<file path="config.mk">
export PLATFORM = sky130hd
export DESIGN_NAME = bcis_seq
export DESIGN_NICKNAME = d
export VERILOG_FILES = /design/src/rtl/bcis_pkg.sv /design/src/rtl/bcis_seq.sv
export SDC_FILE = /design/constraint.sdc
export NUM_CORES = 1
export LEC_CHECK = 0
export BUFFER_PORTS_ARGS = -buffer_cell sky130_fd_sc_hd__buf_2
export CORE_AREA = 10 10 190 228
export DETAILED_ROUTE_END_ITERATION = 7
export DIE_AREA = 0 0 200 238
export GPL_ROUTABILITY_DRIVEN = 0
export PLACE_DENSITY = 0.6
export SETUP_SLACK_MARGIN = 0.3
export SLEW_MARGIN = 30
export SYNTH_ARGS = -nofsm -noshare
export SYNTH_HDL_FRONTEND = slang
export SYNTH_SLANG_ARGS = --single-unit
</file>
<file path="constraint.sdc">
create_clock -name clk -period 6.4 [get_ports clk]
set_input_delay 0.96 -clock clk [delete_from_list [all_inputs] [get_ports clk]]
set_output_delay 0.96 -clock clk [all_outputs]
set_load 0.01 [all_outputs]
</file>
<file path="src/rtl/bcis_pkg.sv">
// Shared types and constants for the byte CPU instruction step unit.
package bcis_pkg;

    typedef enum logic [1:0] {
        CMD_WRITE = 2'd0,
        CMD_READ  = 2'd1,
        CMD_EXEC  = 2'd2,
        CMD_NONE  = 2'd3
    } cmd_t;

    typedef enum logic [2:0] {
        ST_RUN      = 3'd0,
        ST_HALT     = 3'd1,
        ST_PC_LIMIT = 3'd2,
        ST_PC_WRITE = 3'd3,
        ST_BAD_REG  = 3'd4,
        ST_OVERFLOW = 3'd5,
        ST_UNDERFLW = 3'd6,
        ST_BAD_OP   = 3'd7
    } status_t;

    localparam logic [4:0] OP_ADD  = 5'd0;
    localparam logic [4:0] OP_SUB  = 5'd1;
    localparam logic [4:0] OP_LD   = 5'd2;
    localparam logic [4:0] OP_MV   = 5'd3;
    localparam logic [4:0] OP_JMP  = 5'd4;
    localparam logic [4:0] OP_ADDR = 5'd5;
    localparam logic [4:0] OP_SUBR = 5'd6;
    localparam logic [4:0] OP_XOR  = 5'd7;
    localparam logic [4:0] OP_AND  = 5'd8;
    localparam logic [4:0] OP_OR   = 5'd9;
    localparam logic [4:0] OP_NAND = 5'd10;
    localparam logic [4:0] OP_NOT  = 5'd11;
    localparam logic [4:0] OP_SHFT = 5'd12;
    localparam logic [4:0] OP_ST   = 5'd13;
    localparam logic [4:0] OP_RET  = 5'd14;
    localparam logic [4:0] OP_CMP  = 5'd15;
    localparam logic [4:0] OP_JE   = 5'd16;
    localparam logic [4:0] OP_JNE  = 5'd17;
    localparam logic [4:0] OP_JG   = 5'd18;
    localparam logic [4:0] OP_JL   = 5'd19;
    localparam logic [4:0] OP_PUSH = 5'd20;
    localparam logic [4:0] OP_POP  = 5'd21;
    localparam logic [4:0] OP_HALT = 5'd22;

    localparam logic [7:0]  REG_FLAGS = 8'd1;
    localparam logic [7:0]  REG_SP    = 8'd2;
    localparam logic [7:0]  REG_PC    = 8'd3;
    localparam logic [7:0]  REG_GP_LO = 8'd4;
    localparam logic [7:0]  REG_GP_HI = 8'h0E;
    localparam logic [15:0] STACK_BASE = 16'hF000;
    localparam logic [15:0] PC_LIMIT   = 16'h7FFE;
    localparam logic [7:0]  SP_FULL    = 8'd255;
    localparam logic [7:0]  SP_RESET   = 8'd1;

    typedef struct packed {
        logic [1:0]  command;
        logic [15:0] address;
        logic [7:0]  data;
    } in_item_t;

    typedef struct packed {
        logic [7:0]  read_data;
        logic [2:0]  run_status;
        logic [15:0] program_counter;
        logic [7:0]  flag_register;
        logic [7:0]  stack_index;
    } out_item_t;

    // Request from the sequencer to the memory module.
    typedef struct packed {
        logic        en;
        logic        we;
        logic [15:0] addr;
        logic [7:0]  wdata;
    } mem_req_t;

endpackage

</file>
<file path="src/rtl/bcis_seq.sv">
// Instruction sequencer: memory read/write commands, fetch, register resolve, execute and stack access.
module bcis_seq #(
    parameter int GP_COUNT = 11
) (
    input  logic                 clk,
    input  logic                 rst_n,
    input  logic                 in_valid,
    output logic                 in_stall,
    input  bcis_pkg::in_item_t   in_item,
    output logic                 out_valid,
    input  logic                 out_stall,
    output bcis_pkg::out_item_t  out_item,
    output bcis_pkg::mem_req_t   mreq,
    input  logic [7:0]           mrdata
);
    import bcis_pkg::*;

    localparam int GW = $clog2(GP_COUNT);

    typedef enum logic [3:0] {
        S_IDLE, S_MEMRD, S_RDWAIT, S_FETCH, S_FWAIT, S_DECODE,
        S_DATARD, S_DWAIT, S_PUSH, S_POP, S_PWAIT, S_DONE
    } state_t;

    state_t      state_reg;
    logic [7:0]  gp_reg [GP_COUNT];
    logic [7:0]  flags_reg, sp_reg;
    logic [15:0] pc_reg;
    status_t     stop_reg;
    logic [4:0]  op_reg;
    logic [2:0]  nfetch_reg;   // bytes of the instruction fetched so far
    logic [7:0]  b1_reg, b2_reg, b3_reg;
    logic [15:0] daddr_reg;
    logic [7:0]  rd_reg, popb_reg;
    logic [1:0]  npush_reg;
    logic        out_valid_reg;
    out_item_t   out_reg;
    mem_req_t    mreq_c;

    // Total bytes an opcode occupies, including itself.
    function automatic logic [2:0] op_len(input logic [4:0] op);
        case (op)
            OP_ADD, OP_SUB, OP_MV, OP_ADDR, OP_SUBR, OP_XOR, OP_AND,
            OP_OR, OP_NAND, OP_SHFT, OP_CMP: op_len = 3'd3;
            OP_LD, OP_ST, OP_JMP, OP_JE, OP_JNE, OP_JG, OP_JL: op_len = 3'd3;
            OP_NOT, OP_PUSH, OP_POP: op_len = 3'd2;
            default: op_len = 3'd1;
        endcase
        if (op == OP_LD || op == OP_ST)
        begin
            op_len = 3'd4;
        end
    endfunction

    // Which operand bytes are register codes.
    function automatic logic is_reg_byte(input logic [4:0] op, input logic [2:0] idx);
        logic r;
        r = 1'b0;
        case (op)
            OP_ADD, OP_SUB, OP_LD, OP_ST, OP_NOT, OP_POP: r = (idx == 3'd1);
            OP_MV, OP_ADDR, OP_SUBR, OP_XOR, OP_AND, OP_OR, OP_NAND, OP_SHFT:
                r = (idx == 3'd1) || (idx == 3'd2);
            default: r = 1'b0;
        endcase
        is_reg_byte = r;
    endfunction

    function automatic status_t reg_err(input logic [7:0] c);
        if (c == REG_PC)
        begin
            reg_err = ST_PC_WRITE;
        end
        else if (c == 8'd0 || c > REG_GP_HI)
        begin
            reg_err = ST_BAD_REG;
        end
        else
        begin
            reg_err = ST_RUN;
        end
    endfunction

    function automatic logic op_known(input logic [4:0] op);
        op_known = (op <= OP_HALT);
    endfunction

    function automatic logic [7:0] shift_val(input logic [7:0] v, input logic [7:0] amt);
        logic [8:0] n;
        n = {1'b0, amt} - 9'd8;
        if (amt >= 8'd16 || amt <= 8'd0)
        begin
            shift_val = 8'd0;
        end
        else if (amt >= 8'd8)
        begin
            shift_val = v << n[2:0];
        end
        else
        begin
            shift_val = v >> (4'd8 - {1'b0, amt[2:0]});
        end
    endfunction

    logic [7:0] rval1, rval2, result;
    logic       take;

    function automatic logic [7:0] read_reg(input logic [7:0] c, input logic [7:0] fl,
                                           input logic [7:0] sp, input logic [7:0] gv);
        if (c == REG_FLAGS)
        begin
            read_reg = fl;
        end
        else if (c == REG_SP)
        begin
            read_reg = sp;
        end
        else
        begin
            read_reg = gv;
        end
    endfunction

    logic [7:0] gidx1_w, gidx2_w;
    logic [GW-1:0] gidx1, gidx2;
    assign gidx1_w = b1_reg - REG_GP_LO;
    assign gidx2_w = b2_reg - REG_GP_LO;
    assign gidx1 = gidx1_w[GW-1:0];
    assign gidx2 = gidx2_w[GW-1:0];
    assign rval1 = read_reg(b1_reg, flags_reg, sp_reg, gp_reg[gidx1]);
    assign rval2 = read_reg(b2_reg, flags_reg, sp_reg, gp_reg[gidx2]);

    always_comb
    begin
        case (op_reg)
            OP_ADD:  result = rval1 + b2_reg;
            OP_SUB:  result = rval1 - b2_reg;
            OP_MV:   result = rval1;
            OP_ADDR: result = rval1 + rval2;
            OP_SUBR: result = rval1 - rval2;
            OP_XOR:  result = rval1 ^ rval2;
            OP_AND:  result = rval1 & rval2;
            OP_OR:   result = rval1 | rval2;
            OP_NAND: result = ~(rval1 & rval2);
            OP_NOT:  result = ~rval1;
            OP_SHFT: result = shift_val(rval1, rval2);
            default: result = mrdata;
        endcase
        case (op_reg)
            OP_JE:   take = (flags_reg == 8'd1);
            OP_JNE:  take = (flags_reg != 8'd1);
            OP_JG:   take = (flags_reg == 8'd0);
            OP_JL:   take = (flags_reg == 8'd2);
            default: take = 1'b1;
        endcase
    end

    always_comb
    begin
        mreq_c = '0;
        case (state_reg)
            S_MEMRD:
            begin
                mreq_c.en = 1'b1;
                mreq_c.we = (in_item.command == CMD_WRITE);
                mreq_c.addr = in_item.address;
                mreq_c.wdata = in_item.data;
            end
            S_FETCH:
            begin
                mreq_c.en = (pc_reg <= PC_LIMIT);
                mreq_c.addr = pc_reg;
            end
            S_DATARD:
            begin
                mreq_c.en = 1'b1;
                mreq_c.we = (op_reg == OP_ST);
                mreq_c.addr = daddr_reg;
                mreq_c.wdata = rval1;
            end
            S_PUSH:
            begin
                mreq_c.en = (sp_reg != SP_FULL);
                mreq_c.we = 1'b1;
                mreq_c.addr = STACK_BASE + {8'd0, sp_reg};
                mreq_c.wdata = (op_reg == OP_PUSH) ? b1_reg :
                               (npush_reg == 2'd0) ? pc_reg[7:0] : pc_reg[15:8];
            end
            S_POP:
            begin
                mreq_c.en = (sp_reg != 8'd0);
                mreq_c.addr = STACK_BASE + {8'd0, sp_reg - 8'd1};
            end
            default: mreq_c = '0;
        endcase
    end
    assign mreq = mreq_c;

    logic [7:0] wreg;
    assign wreg = (op_reg == OP_MV) ? b2_reg : b1_reg;
    logic [7:0] widx_w;
    logic [GW-1:0] widx;
    assign widx_w = wreg - REG_GP_LO;
    assign widx = widx_w[GW-1:0];

    always_ff @(posedge clk or negedge rst_n)
    begin
        if (!rst_n)
        begin
            state_reg     <= S_IDLE;
            for (int i = 0; i < GP_COUNT; i++)
            begin
                gp_reg[i] <= 8'd0;
            end
            flags_reg     <= 8'd0;
            sp_reg        <= SP_RESET;
            pc_reg        <= 16'd0;
            stop_reg      <= ST_RUN;
            out_valid_reg <= 1'b0;
            op_reg        <= '0;
            nfetch_reg    <= '0;
            npush_reg     <= '0;
            rd_reg        <= '0;
            b1_reg        <= '0;
            b2_reg        <= '0;
            b3_reg        <= '0;
            daddr_reg     <= '0;
            popb_reg      <= '0;
            out_reg       <= '0;
        end
        else
        begin
            if (out_valid_reg && !out_stall && state_reg != S_DONE)
            begin
                out_valid_reg <= 1'b0;
            end
            case (state_reg)
                S_IDLE:
                begin
                    if (in_valid)
                    begin
                        rd_reg <= 8'd0;
                        if (in_item.command == CMD_WRITE || in_item.command == CMD_READ)
                        begin
                            state_reg <= S_MEMRD;
                        end
                        else if (in_item.command == CMD_EXEC && stop_reg == ST_RUN)
                        begin
                            nfetch_reg <= 3'd0;
                            state_reg  <= S_FETCH;
                        end
                        else
                        begin
                            state_reg <= S_DONE;
                        end
                    end
                end
                S_MEMRD:   state_reg <= S_RDWAIT;
                S_RDWAIT:
                begin
                    if (in_item.command == CMD_READ)
                    begin
                        rd_reg <= mrdata;
                    end
                    state_reg <= S_DONE;
                end
                S_FETCH:
                begin
                    if (pc_reg > PC_LIMIT)
                    begin
                        stop_reg  <= ST_PC_LIMIT;
                        state_reg <= S_DONE;
                    end
                    else
                    begin
                        pc_reg    <= pc_reg + 16'd1;
                        state_reg <= S_FWAIT;
                    end
                end
                S_FWAIT:
                begin
                    nfetch_reg <= nfetch_reg + 3'd1;
                    case (nfetch_reg)
                        3'd0:
                        begin
                            op_reg <= mrdata[4:0];
                            if (mrdata > {3'd0, OP_HALT})
                            begin
                                stop_reg  <= ST_BAD_OP;
                                state_reg <= S_DONE;
                            end
                            else if (mrdata[4:0] == OP_HALT)
                            begin
                                stop_reg  <= ST_HALT;
                                state_reg <= S_DONE;
                            end
                            else
                            begin
                                // Compare clears the flags before its operands are fetched.
                                if (mrdata[4:0] == OP_CMP)
                                begin
                                    flags_reg <= 8'd0;
                                end
                                state_reg <= (op_len(mrdata[4:0]) == 3'd1) ? S_DECODE : S_FETCH;
                            end
                        end
                        3'd1: b1_reg <= mrdata;
                        3'd2: b2_reg <= mrdata;
                        default: b3_reg <= mrdata;
                    endcase
                    if (nfetch_reg != 3'd0)
                    begin
                        if (is_reg_byte(op_reg, nfetch_reg) && reg_err(mrdata) != ST_RUN)
                        begin
                            stop_reg  <= reg_err(mrdata);
                            state_reg <= S_DONE;
                        end
                        else if (nfetch_reg + 3'd1 == op_len(op_reg))
                        begin
                            state_reg <= S_DECODE;
                        end
                        else
                        begin
                            state_reg <= S_FETCH;
                        end
                    end
                end
                S_DECODE:
                begin
                    npush_reg <= 2'd0;
                    case (op_reg)
                        OP_LD, OP_ST:
                        begin
                            daddr_reg <= {b3_reg, b2_reg};
                            state_reg <= S_DATARD;
                        end
                        OP_JMP, OP_JE, OP_JNE, OP_JG, OP_JL:
                        begin
                            daddr_reg <= {b2_reg, b1_reg};
                            state_reg <= take ? S_PUSH : S_DONE;
                        end
                        OP_PUSH: state_reg <= S_PUSH;
                        OP_RET, OP_POP:
                        begin
                            state_reg <= S_POP;
                        end
                        OP_CMP:
                        begin
                            flags_reg <= (b2_reg > b1_reg) ? 8'd2 :
                                         (b2_reg == b1_reg) ? 8'd1 : 8'd0;
                            state_reg <= S_DONE;
                        end
                        default:
                        begin
                            state_reg <= S_DONE;
                            if (op_known(op_reg))
                            begin
                                if (wreg == REG_FLAGS)
                                begin
                                    flags_reg <= result;
                                end
                                else if (wreg == REG_SP)
                                begin
                                    sp_reg <= result;
                                end
                                else
                                begin
                                    gp_reg[widx] <= result;
                                end
                            end
                        end
                    endcase
                end
                S_DATARD:  state_reg <= S_DWAIT;
                S_DWAIT:
                begin
                    if (op_reg == OP_LD)
                    begin
                        if (b1_reg == REG_FLAGS)
                        begin
                            flags_reg <= mrdata;
                        end
                        else if (b1_reg == REG_SP)
                        begin
                            sp_reg <= mrdata;
                        end
                        else
                        begin
                            gp_reg[gidx1] <= mrdata;
                        end
                    end
                    state_reg <= S_DONE;
                end
                S_PUSH:
                begin
                    if (sp_reg == SP_FULL)
                    begin
                        stop_reg  <= ST_OVERFLOW;
                        state_reg <= S_DONE;
                    end
                    else
                    begin
                        sp_reg    <= sp_reg + 8'd1;
                        npush_reg <= npush_reg + 2'd1;
                        if (op_reg == OP_PUSH || npush_reg == 2'd1)
                        begin
                            if (op_reg != OP_PUSH)
                            begin
                                pc_reg <= daddr_reg;
                            end
                            state_reg <= S_DONE;
                        end
                    end
                end
                S_POP:
                begin
                    if (sp_reg == 8'd0)
                    begin
                        stop_reg  <= ST_UNDERFLW;
                        state_reg <= S_DONE;
                    end
                    else
                    begin
                        sp_reg    <= sp_reg - 8'd1;
                        state_reg <= S_PWAIT;
                    end
                end
                S_PWAIT:
                begin
                    if (op_reg == OP_POP)
                    begin
                        state_reg <= S_DONE;
                        if (b1_reg == REG_FLAGS)
                        begin
                            flags_reg <= mrdata;
                        end
                        else if (b1_reg == REG_SP)
                        begin
                            sp_reg <= mrdata;
                        end
                        else
                        begin
                            gp_reg[gidx1] <= mrdata;
                        end
                    end
                    else if (npush_reg == 2'd0)
                    begin
                        popb_reg  <= mrdata;
                        npush_reg <= 2'd1;
                        state_reg <= S_POP;
                    end
                    else
                    begin
                        pc_reg    <= {popb_reg, mrdata};
                        state_reg <= S_DONE;
                    end
                end
                S_DONE:
                begin
                    if (!out_valid_reg || !out_stall)
                    begin
                        out_valid_reg           <= 1'b1;
                        out_reg.read_data       <= rd_reg;
                        out_reg.run_status      <= stop_reg;
                        out_reg.program_counter <= pc_reg;
                        out_reg.flag_register   <= flags_reg;
                        out_reg.stack_index     <= sp_reg;
                        state_reg               <= S_IDLE;
                    end
                end
                default: state_reg <= S_IDLE;
            endcase
        end
    end

    // The input item is held (stalled) until its result is queued.
    assign in_stall  = !(state_reg == S_DONE && (!out_valid_reg || !out_stall));
    assign out_valid = out_valid_reg;
    assign out_item  = out_reg;

    property p_hold;
        @(posedge clk) disable iff (!rst_n) out_valid && out_stall |=> out_valid;
    endproperty
    assert property (p_hold) else $error("result dropped while stalled");

    property p_stop_sticky;
        @(posedge clk) disable iff (!rst_n)
            $past(stop_reg) != ST_RUN |-> stop_reg == $past(stop_reg);
    endproperty
    assert property (p_stop_sticky) else $error("stop code changed");

    property p_accept_done;
        @(posedge clk) disable iff (!rst_n) !in_stall |-> state_reg == S_DONE;
    endproperty
    assert property (p_accept_done) else $error("item taken outside completion");

endmodule

</file>
### Word-level counts from Yosys, hierarchy flattened

Memory sizes are Yosys's and may differ from the RTL's.
Cells that the tools add are included.

| storage, ports and cells | value |
|---|---|
| RAM bits | 0 |
| word-level logic and storage cells | 357 |
| flip-flop bits (word level) | 237 |
| latch bits | 0 |
| memories | 2 |
| ROM bits | 128 |

| operators by class | value |
|---|---|
| bitwise operators | 10 |
| add/sub/neg operators | 16 |
| multipliers | 0 |
| divide/modulo/power cells | 0 |
| reductions and logical operators | 65 |
| equal/unequal tests | 90 |
| magnitude comparators | 14 |
| shift operators | 2 |
| mux-type cells | 127 |

Memories:

| memory | words | width | rd ports | clocked after memory_dff | write ports | RTL line | text |
|---|---|---|---|---|---|---|---|
| (name not given) | 32 | 2 | 1 | 0 | 0 | bcis_seq.sv:42 | `case (op)` |
| (name not given) | 32 | 2 | 1 | 0 | 0 | bcis_seq.sv:42 |  |

Operators with widths:

| cell | count |
|---|---|
| 88-bit 2-to-1 mux | 8 |
| 8-bit 2-to-1 mux | 36 |
| 88-bit one-hot mux with 3 select lines | 1 |
| 88-bit bitwise mux | 2 |
| 16-bit 2-to-1 mux | 6 |
| 8-bit one-hot mux with 11 select lines | 1 |
| 16-bit one-hot mux with 5 select lines | 1 |
| 3-bit 2-to-1 mux | 26 |
| 8-bit binary-select mux with 4-bit select | 2 |
| 8-bit demux with 4-bit select | 2 |
| 2-bit inequality test, second input constant | 27 |
| 5-bit by 4-bit == test with 1-bit output, second input constant | 10 |
| 4-bit 2-to-1 mux | 12 |
| 16-bit one-hot mux with 3 select lines | 1 |
| 4-bit one-hot mux with 11 select lines | 1 |
| 8-bit by 2-bit == test with 1-bit output, second input constant | 5 |
| 8-bit one-hot mux with 5 select lines | 1 |
| 5-bit == test, second input constant | 7 |
| 8-bit by 1-bit == test with 1-bit output, second input constant | 4 |
| 16-bit one-hot mux with 2 select lines | 1 |
| 8-bit one-hot mux with 2 select lines | 2 |
| 8-bit one-hot mux with 4 select lines | 1 |
| 13-bit by 9-bit adder with 14-bit output, first input constant | 2 |
| 8-bit logical NOT | 3 |
| 85 further kinds | 162 |

### Logic depth before layout (Yosys ltp)

| logic depth | value |
|---|---|
| depth after elaboration | 18 |
| gate-level depth with buffers | 27 |
| gate-level depth less buffers | 21 |

### Least setup slack after synthesis

OpenSTA, ideal clock, no wires.

| timing path | value |
|---|---|
| path type | flip-flop to flip-flop |
| start | register b2_reg[1] |
| end | register gp_reg[47] (netlist name) |
| path slack | 0.799 ns |
| data required time | 6.254 ns |
| path buffers | 7 |
| stages on the path, launching flop included | 28 |
| arrival | 5.456 ns |
| cells stage by stage | dfrtp_1 > buf_4 > buf_6 > buf_4 > buf_4 > inv_1 > ha_1 > or2_2 > nand3_1 > a32o_1 > nor3_4 > clkbuf_1 > ha_1 > clkbuf_1 > nand4b_1 > xnor2_1 > a21oi_1 > a21o_1 > ha_1 > a21o_1 > a31o_2 > a21o_1 > a21oi_1 > xnor2_1 > xnor2_1 > o32a_2 > buf_2 > o221ai_1 |

| between the ends | value |
|---|---|
| word-level cells in the longest chain between the ends | 18 |
| elaborated cells on any way between the ends | 47 |
| classes of those cells | add/sub: 8; order compare: 5; eq/ne: 6; shift: 2; mux: 17; bitwise: 6; reduce/logical: 3 |

Ends and longest elaborated chain:

| element | RTL line | text |
|---|---|---|
| start, declared | bcis_seq.sv:32 | `logic [7:0] b1_reg, b2_reg, b3_reg;` |
| start signal, assigned | bcis_seq.sv:307 | `3'd2: b2_reg <= mrdata;` |
| 4-bit by 3-bit subtractor with 4-bit output | bcis_seq.sv:126 | `assign gidx2_w = b2_reg - REG_GP_LO;` |
| 4-bit NOT with 5-bit output (not written as such) | bcis_seq.sv:130 | `assign rval2 = read_reg(b2_reg, flags_reg, sp_reg, gp_reg[gidx2]);` |
| 8-bit binary-select mux with 4-bit select | bcis_seq.sv:130 |  |
| 8-bit 2-to-1 mux (not written as such) (2 in a row) | bcis_seq.sv:130 |  |
| 8-bit 2-to-1 mux | bcis_seq.sv:113 | `else if (c == REG_SP)` |
| 8-bit 2-to-1 mux | bcis_seq.sv:109 | `if (c == REG_FLAGS)` |
| 4-bit by 3-bit subtractor with 4-bit output / 3-bit by 1-bit subtractor with 3-bit output (equally long branches) | bcis_seq.sv:100, bcis_seq.sv:89 |  |
| 8-bit by 4-bit right shift with 8-bit output / 8-bit by 3-bit << shifter with 8-bit output (equally long branches) | bcis_seq.sv:100, bcis_seq.sv:96 |  |
| 8-bit 2-to-1 mux | bcis_seq.sv:94 | `else if (amt >= 8'd8)` |
| 8-bit 2-to-1 mux | bcis_seq.sv:90 | `if (amt >= 8'd16 \|\| amt <= 8'd0)` |
| 8-bit one-hot mux with 11 select lines | bcis_seq.sv:134 | `case (op_reg)` |
| 88-bit bitwise mux | bcis_seq.sv:367 | `gp_reg[widx] <= result;` |
| 88-bit 2-to-1 mux | bcis_seq.sv:361 | `else if (wreg == REG_SP)` |
| 88-bit 2-to-1 mux | bcis_seq.sv:357 | `if (wreg == REG_FLAGS)` |
| 88-bit 2-to-1 mux | bcis_seq.sv:355 | `if (op_known(op_reg))` |
| 88-bit 2-to-1 mux | bcis_seq.sv:330 | `case (op_reg)` |
| 88-bit one-hot mux with 3 select lines | bcis_seq.sv:236 | `case (state_reg)` |
| end signal, assigned by index | bcis_seq.sv:367 |  |
| end signal, assigned by index | bcis_seq.sv:388 | `gp_reg[gidx1] <= mrdata;` |
| end signal, assigned by index | bcis_seq.sv:442 | `gp_reg[gidx1] <= mrdata;` |
| end, declared | bcis_seq.sv:26 | `logic [7:0] gp_reg [GP_COUNT];` |

Parallel ways exist; a longest one is shown, timed or not. The select of a mux whose other input is x is not followed.
A chain may end at the register's enable or synchronous reset.

### Worst setup path after layout

| timing path | value |
|---|---|
| start | register b2_reg[3] |
| end | register sp_reg[4] |

| between the ends | value |
|---|---|
| word-level cells in the longest chain between the ends | 17 |
| elaborated cells on any way between the ends | 39 |
| classes of those cells | add/sub: 7; order compare: 3; eq/ne: 6; shift: 2; mux: 14; bitwise: 5; reduce/logical: 2 |

Ends and longest elaborated chain:

| element | RTL line | text |
|---|---|---|
| 4-bit by 3-bit subtractor with 4-bit output | bcis_seq.sv:126 |  |
| 4-bit NOT with 5-bit output (not written as such) | bcis_seq.sv:130 |  |
| 8-bit binary-select mux with 4-bit select | bcis_seq.sv:130 |  |
| 8-bit 2-to-1 mux (not written as such) (2 in a row) | bcis_seq.sv:130 |  |
| 8-bit 2-to-1 mux | bcis_seq.sv:113 |  |
| 8-bit 2-to-1 mux | bcis_seq.sv:109 |  |
| 4-bit by 3-bit subtractor with 4-bit output / 3-bit by 1-bit subtractor with 3-bit output (equally long branches) | bcis_seq.sv:100, bcis_seq.sv:89 |  |
| 8-bit by 4-bit right shift with 8-bit output / 8-bit by 3-bit << shifter with 8-bit output (equally long branches) | bcis_seq.sv:100, bcis_seq.sv:96 |  |
| 8-bit 2-to-1 mux | bcis_seq.sv:94 |  |
| 8-bit 2-to-1 mux | bcis_seq.sv:90 |  |
| 8-bit one-hot mux with 11 select lines | bcis_seq.sv:134 |  |
| 8-bit 2-to-1 mux | bcis_seq.sv:361 |  |
| 8-bit 2-to-1 mux | bcis_seq.sv:357 |  |
| 8-bit 2-to-1 mux | bcis_seq.sv:355 |  |
| 8-bit 2-to-1 mux | bcis_seq.sv:330 |  |
| 8-bit one-hot mux with 5 select lines | bcis_seq.sv:236 |  |
| end signal, assigned | bcis_seq.sv:363 | `sp_reg <= result;` |
| end signal, assigned | bcis_seq.sv:384 | `sp_reg <= mrdata;` |
| end signal, assigned | bcis_seq.sv:402 | `sp_reg <= sp_reg + 8'd1;` |
| end, declared | bcis_seq.sv:27 | `logic [7:0] flags_reg, sp_reg;` |

Parallel ways exist; a longest one is shown, timed or not. The select of a mux whose other input is x is not followed.

==> results.toml <==
[outcome]
status = "complete, no violations"

[finish]
layout.cells.non_filler = 2588
largest_register_ffs = 88
drive_gt1_frac = 0.1650
nFillCells = 3673
fin_nets = 2130
layout_commonest_cell = "nand2_1"
mostFrequentLayoutCells = "nand2_1, dfrtp_1, o21ai_0, nor2_1, a21oi_1"
area_growth_pct = 11.28

[logic_synthesis]
synth_area_per_cell_um2 = 8.534
syn-cell-area_um2 = 17220
yosysUniqueCellTypes = 88
syn-num-nets = 2109
yosysSeqAreaShare = 0.3444
synth_edf_count = 0
async_flop_share = 1.000
ys_seq_elements = 237
ys_warn_count = 0
synthFlopType = "dfrtp_1"
synthCells = 2018

[clocking]
clockBufferDepth = 3
numCtsBuffers = 28
tritoncts = "yes"
clock_sinks = 237
clkLatencyLatePin_ns = 0.59
path_clk_slew_ns = 0.06
root_buffer = "clkbuf_16"
htree_num_levels = 1

[sta]
fmax_ghz = 0.1766
fin_crit_sh = 0.8845
slew_headroom = 0.3094
hold_viol = 0
rsz0062_at_grt = "no"
fin_setup_tns_ns = 0
slew_viol_final = 0
fin_skew_ns = 0.03674
period_needed_ns = 5.661
setup_violations = 0
worst_pin_slew_ns = 1.034

[setup_path]
ff2ff_setup_slack_ns = 0.74
cp-start-kind = "register"
cp.buffers_inverters = 2
rr_worst_depth = 19
crit_path_max_incr_delay_ns = 0.66
timing_worst_setup_path_type = "register to register"
critPathArrivalTime_ns = 6.10
cp.required_ns = 6.84
critPathSlowestCell = "ha_1"
r2r-end = "sp_reg[4]$_DFFE_PN0P_"
reg2reg_from = "b2_reg[3]$_DFFE_PN0P_"
worstPathCellList = "inv_1 > ha_1 > inv_1 > o32ai_1 > a32o_1 > nor3_4 > ha_1 > a222oi_1 > o21ai_0 > fa_1 > nor2b_1 > o21ai_0 > nand2b_1 > xnor2_1 > nor2_1 > a2111oi_1 > o31ai_4 > a311oi_1 > a21oi_1"
cp.depth = 19
crit_family = "compound AO/OA/AOI/OAI gates"
worstPathMaxFanout = 18
crit_path_end_kind = "register"

[place]
portBuffers = 108
dp_hpwl_um = 50870
dp_cells = 2534

[global_route]
grt_overflow = 0
grt_pass1_wl_um = 105900
antenna_found_initial = 1
grt_max_degree = 121
grt_usage = 0.2910
grt_pass1_vias = 16664

[worst_hold_path]
hold_class = "input pin to async pin"

[job]
drv_cap = 0

[floorplanning]
io_pins = 109
die_w_um = 200
fp.dieH_um = 238
core_um2 = 38650
num_rows = 79
start_util = 0.4456
dieArea_um2 = 47600

[pwr]
p_leak_uw = 0.008145
power_density_nw_per_um2 = 544.2
vdd_drop_max_mv = 0.2569

[routing]
routed_wl_um = 71380
first_iter_violations = 2310
via_per_inst = 6.725
drc = 0
routedWlPerCell_um = 27.58
first_pass_iters = 6
vias = 17404
ant_nets = 0
## power by group
| part | leakage, µW | switching (µW) | internal [µW] |
|---|---|---|---|
| Sequential | 0.00286 | 793 | 2030 |
| Clock | 0.000485 | 702 | 1020 |
| Combinational | 0.00480 | 3700 | 2180 |
## metal layers
layer	wire [µm]	GRT usage	vias to the layer above
met1	26730	0.3553	8439
met3	7252	0.05661	283
met2	32860	0.4639	1131
li1	-	-	7551
met4	4543	0.1792	0
met5	0	0	-
## area by class of cell
type	instances	area (µm²)	area share
Clock inverter	12	168.9	0.008814
Inverter	65	244.0	0.01273
Tap cell	526	658.1	0.03434
Antenna cell	1	2.502	0.0001306
Multi-Input combinational cell	1554	10410	0.5431
Sequential cell	237	5936	0.3097
Timing Repair Buffer	153	920.9	0.04805
Clock buffer	40	825.8	0.04309
## stage by stage
stage          hold slack, ns  total power [µW]  cell area, µm²  setup slack (ns)    util
2_1_floorplan          0.4460              6409           17220            0.7986       -
3_3_place_gp           0.4578              8400           18100            0.7656  0.4683
3_5_place_dp           0.4649              8478           18120            0.6803  0.4689
4_1_cts                0.4795             10210           19120            0.6788  0.4947
5_1_grt                0.2655             10950           19160            0.4205  0.4958
6_report               0.2600             10430           19160            0.7389  0.4959
## cell families (layout without fill, tap and decap cells)
logic type      Yosys count  count (layout)  share of synthesized area
other cells               0               1                          0
xor+xnor                 36              36                    0.01831
buf+inv                 227             270                    0.05478
simple gates            640             640                     0.1736
mux                     185             185                     0.1232
compound gates          640             640                     0.2467
flops                   237             237                     0.3444
fa+ha+maj                53              53                    0.03894
## how the worst max path moves through the flow
stage,endpoint,slack (ns),startpoint
after floorplan,gp_reg[47]$_DFFE_PN0P_,0.80,b2_reg[1]$_DFFE_PN0P_
after global placement,sp_reg[4]$_DFFE_PN0P_,0.77,b2_reg[0]$_DFFE_PN0P_
after detailed placement,gp_reg[77]$_DFFE_PN0P_,0.68,b2_reg[0]$_DFFE_PN0P_
after CTS,gp_reg[61]$_DFFE_PN0P_,0.68,b2_reg[0]$_DFFE_PN0P_
after global routing,gp_reg[68]$_DFFE_PN0P_,0.42,b2_reg[3]$_DFFE_PN0P_
final,sp_reg[4]$_DFFE_PN0P_,0.74,b2_reg[3]$_DFFE_PN0P_
## worst register-to-register path, cell delays in order, from the launching register on
cell and delay (ns):
dfrtp_1 0.56, inv_1 0.11, ha_1 0.66, inv_1 0.20, o32ai_1 0.41, a32o_1 0.24, nor3_4 0.06, ha_1 0.40
a222oi_1 0.29, o21ai_0 0.23, fa_1 0.47, nor2b_1 0.12, o21ai_0 0.08, nand2b_1 0.12, xnor2_1 0.12, nor2_1 0.06
a2111oi_1 0.57, o31ai_4 0.38, a311oi_1 0.38, a21oi_1 0.07
## Yosys cell counts (22+ instances only)
| cell | instances | area (µm²) |
|---|---|---|
| nor2_1 | 113 | 424.2 |
| clkbuf_1 | 115 | 431.7 |
| a32oi_1 | 38 | 332.8 |
| dfrtp_1 | 236 | 5906 |
| o221ai_1 | 31 | 271.5 |
| nor3_1 | 63 | 315.3 |
| inv_1 | 60 | 225.2 |
| buf_2 | 22 | 110.1 |
| nand3_1 | 62 | 310.3 |
| ha_1 | 52 | 650.6 |
| mux2_2 | 76 | 855.8 |
| a22oi_1 | 22 | 165.2 |
| mux2i_1 | 95 | 950.9 |
| xnor2_1 | 25 | 219.0 |
| a221oi_1 | 23 | 201.4 |
| o21ai_0 | 210 | 1051 |
| a21oi_1 | 112 | 560.5 |
| nand2_1 | 267 | 1002 |
## what timing repair did
item	in CTS	in global routing
gates resized for setup	0	3
setup endpoints to repair	0	14
hold buffers	0	0
setup buffers	0	0
No activity file was read; power rests on OpenSTA's default activity.
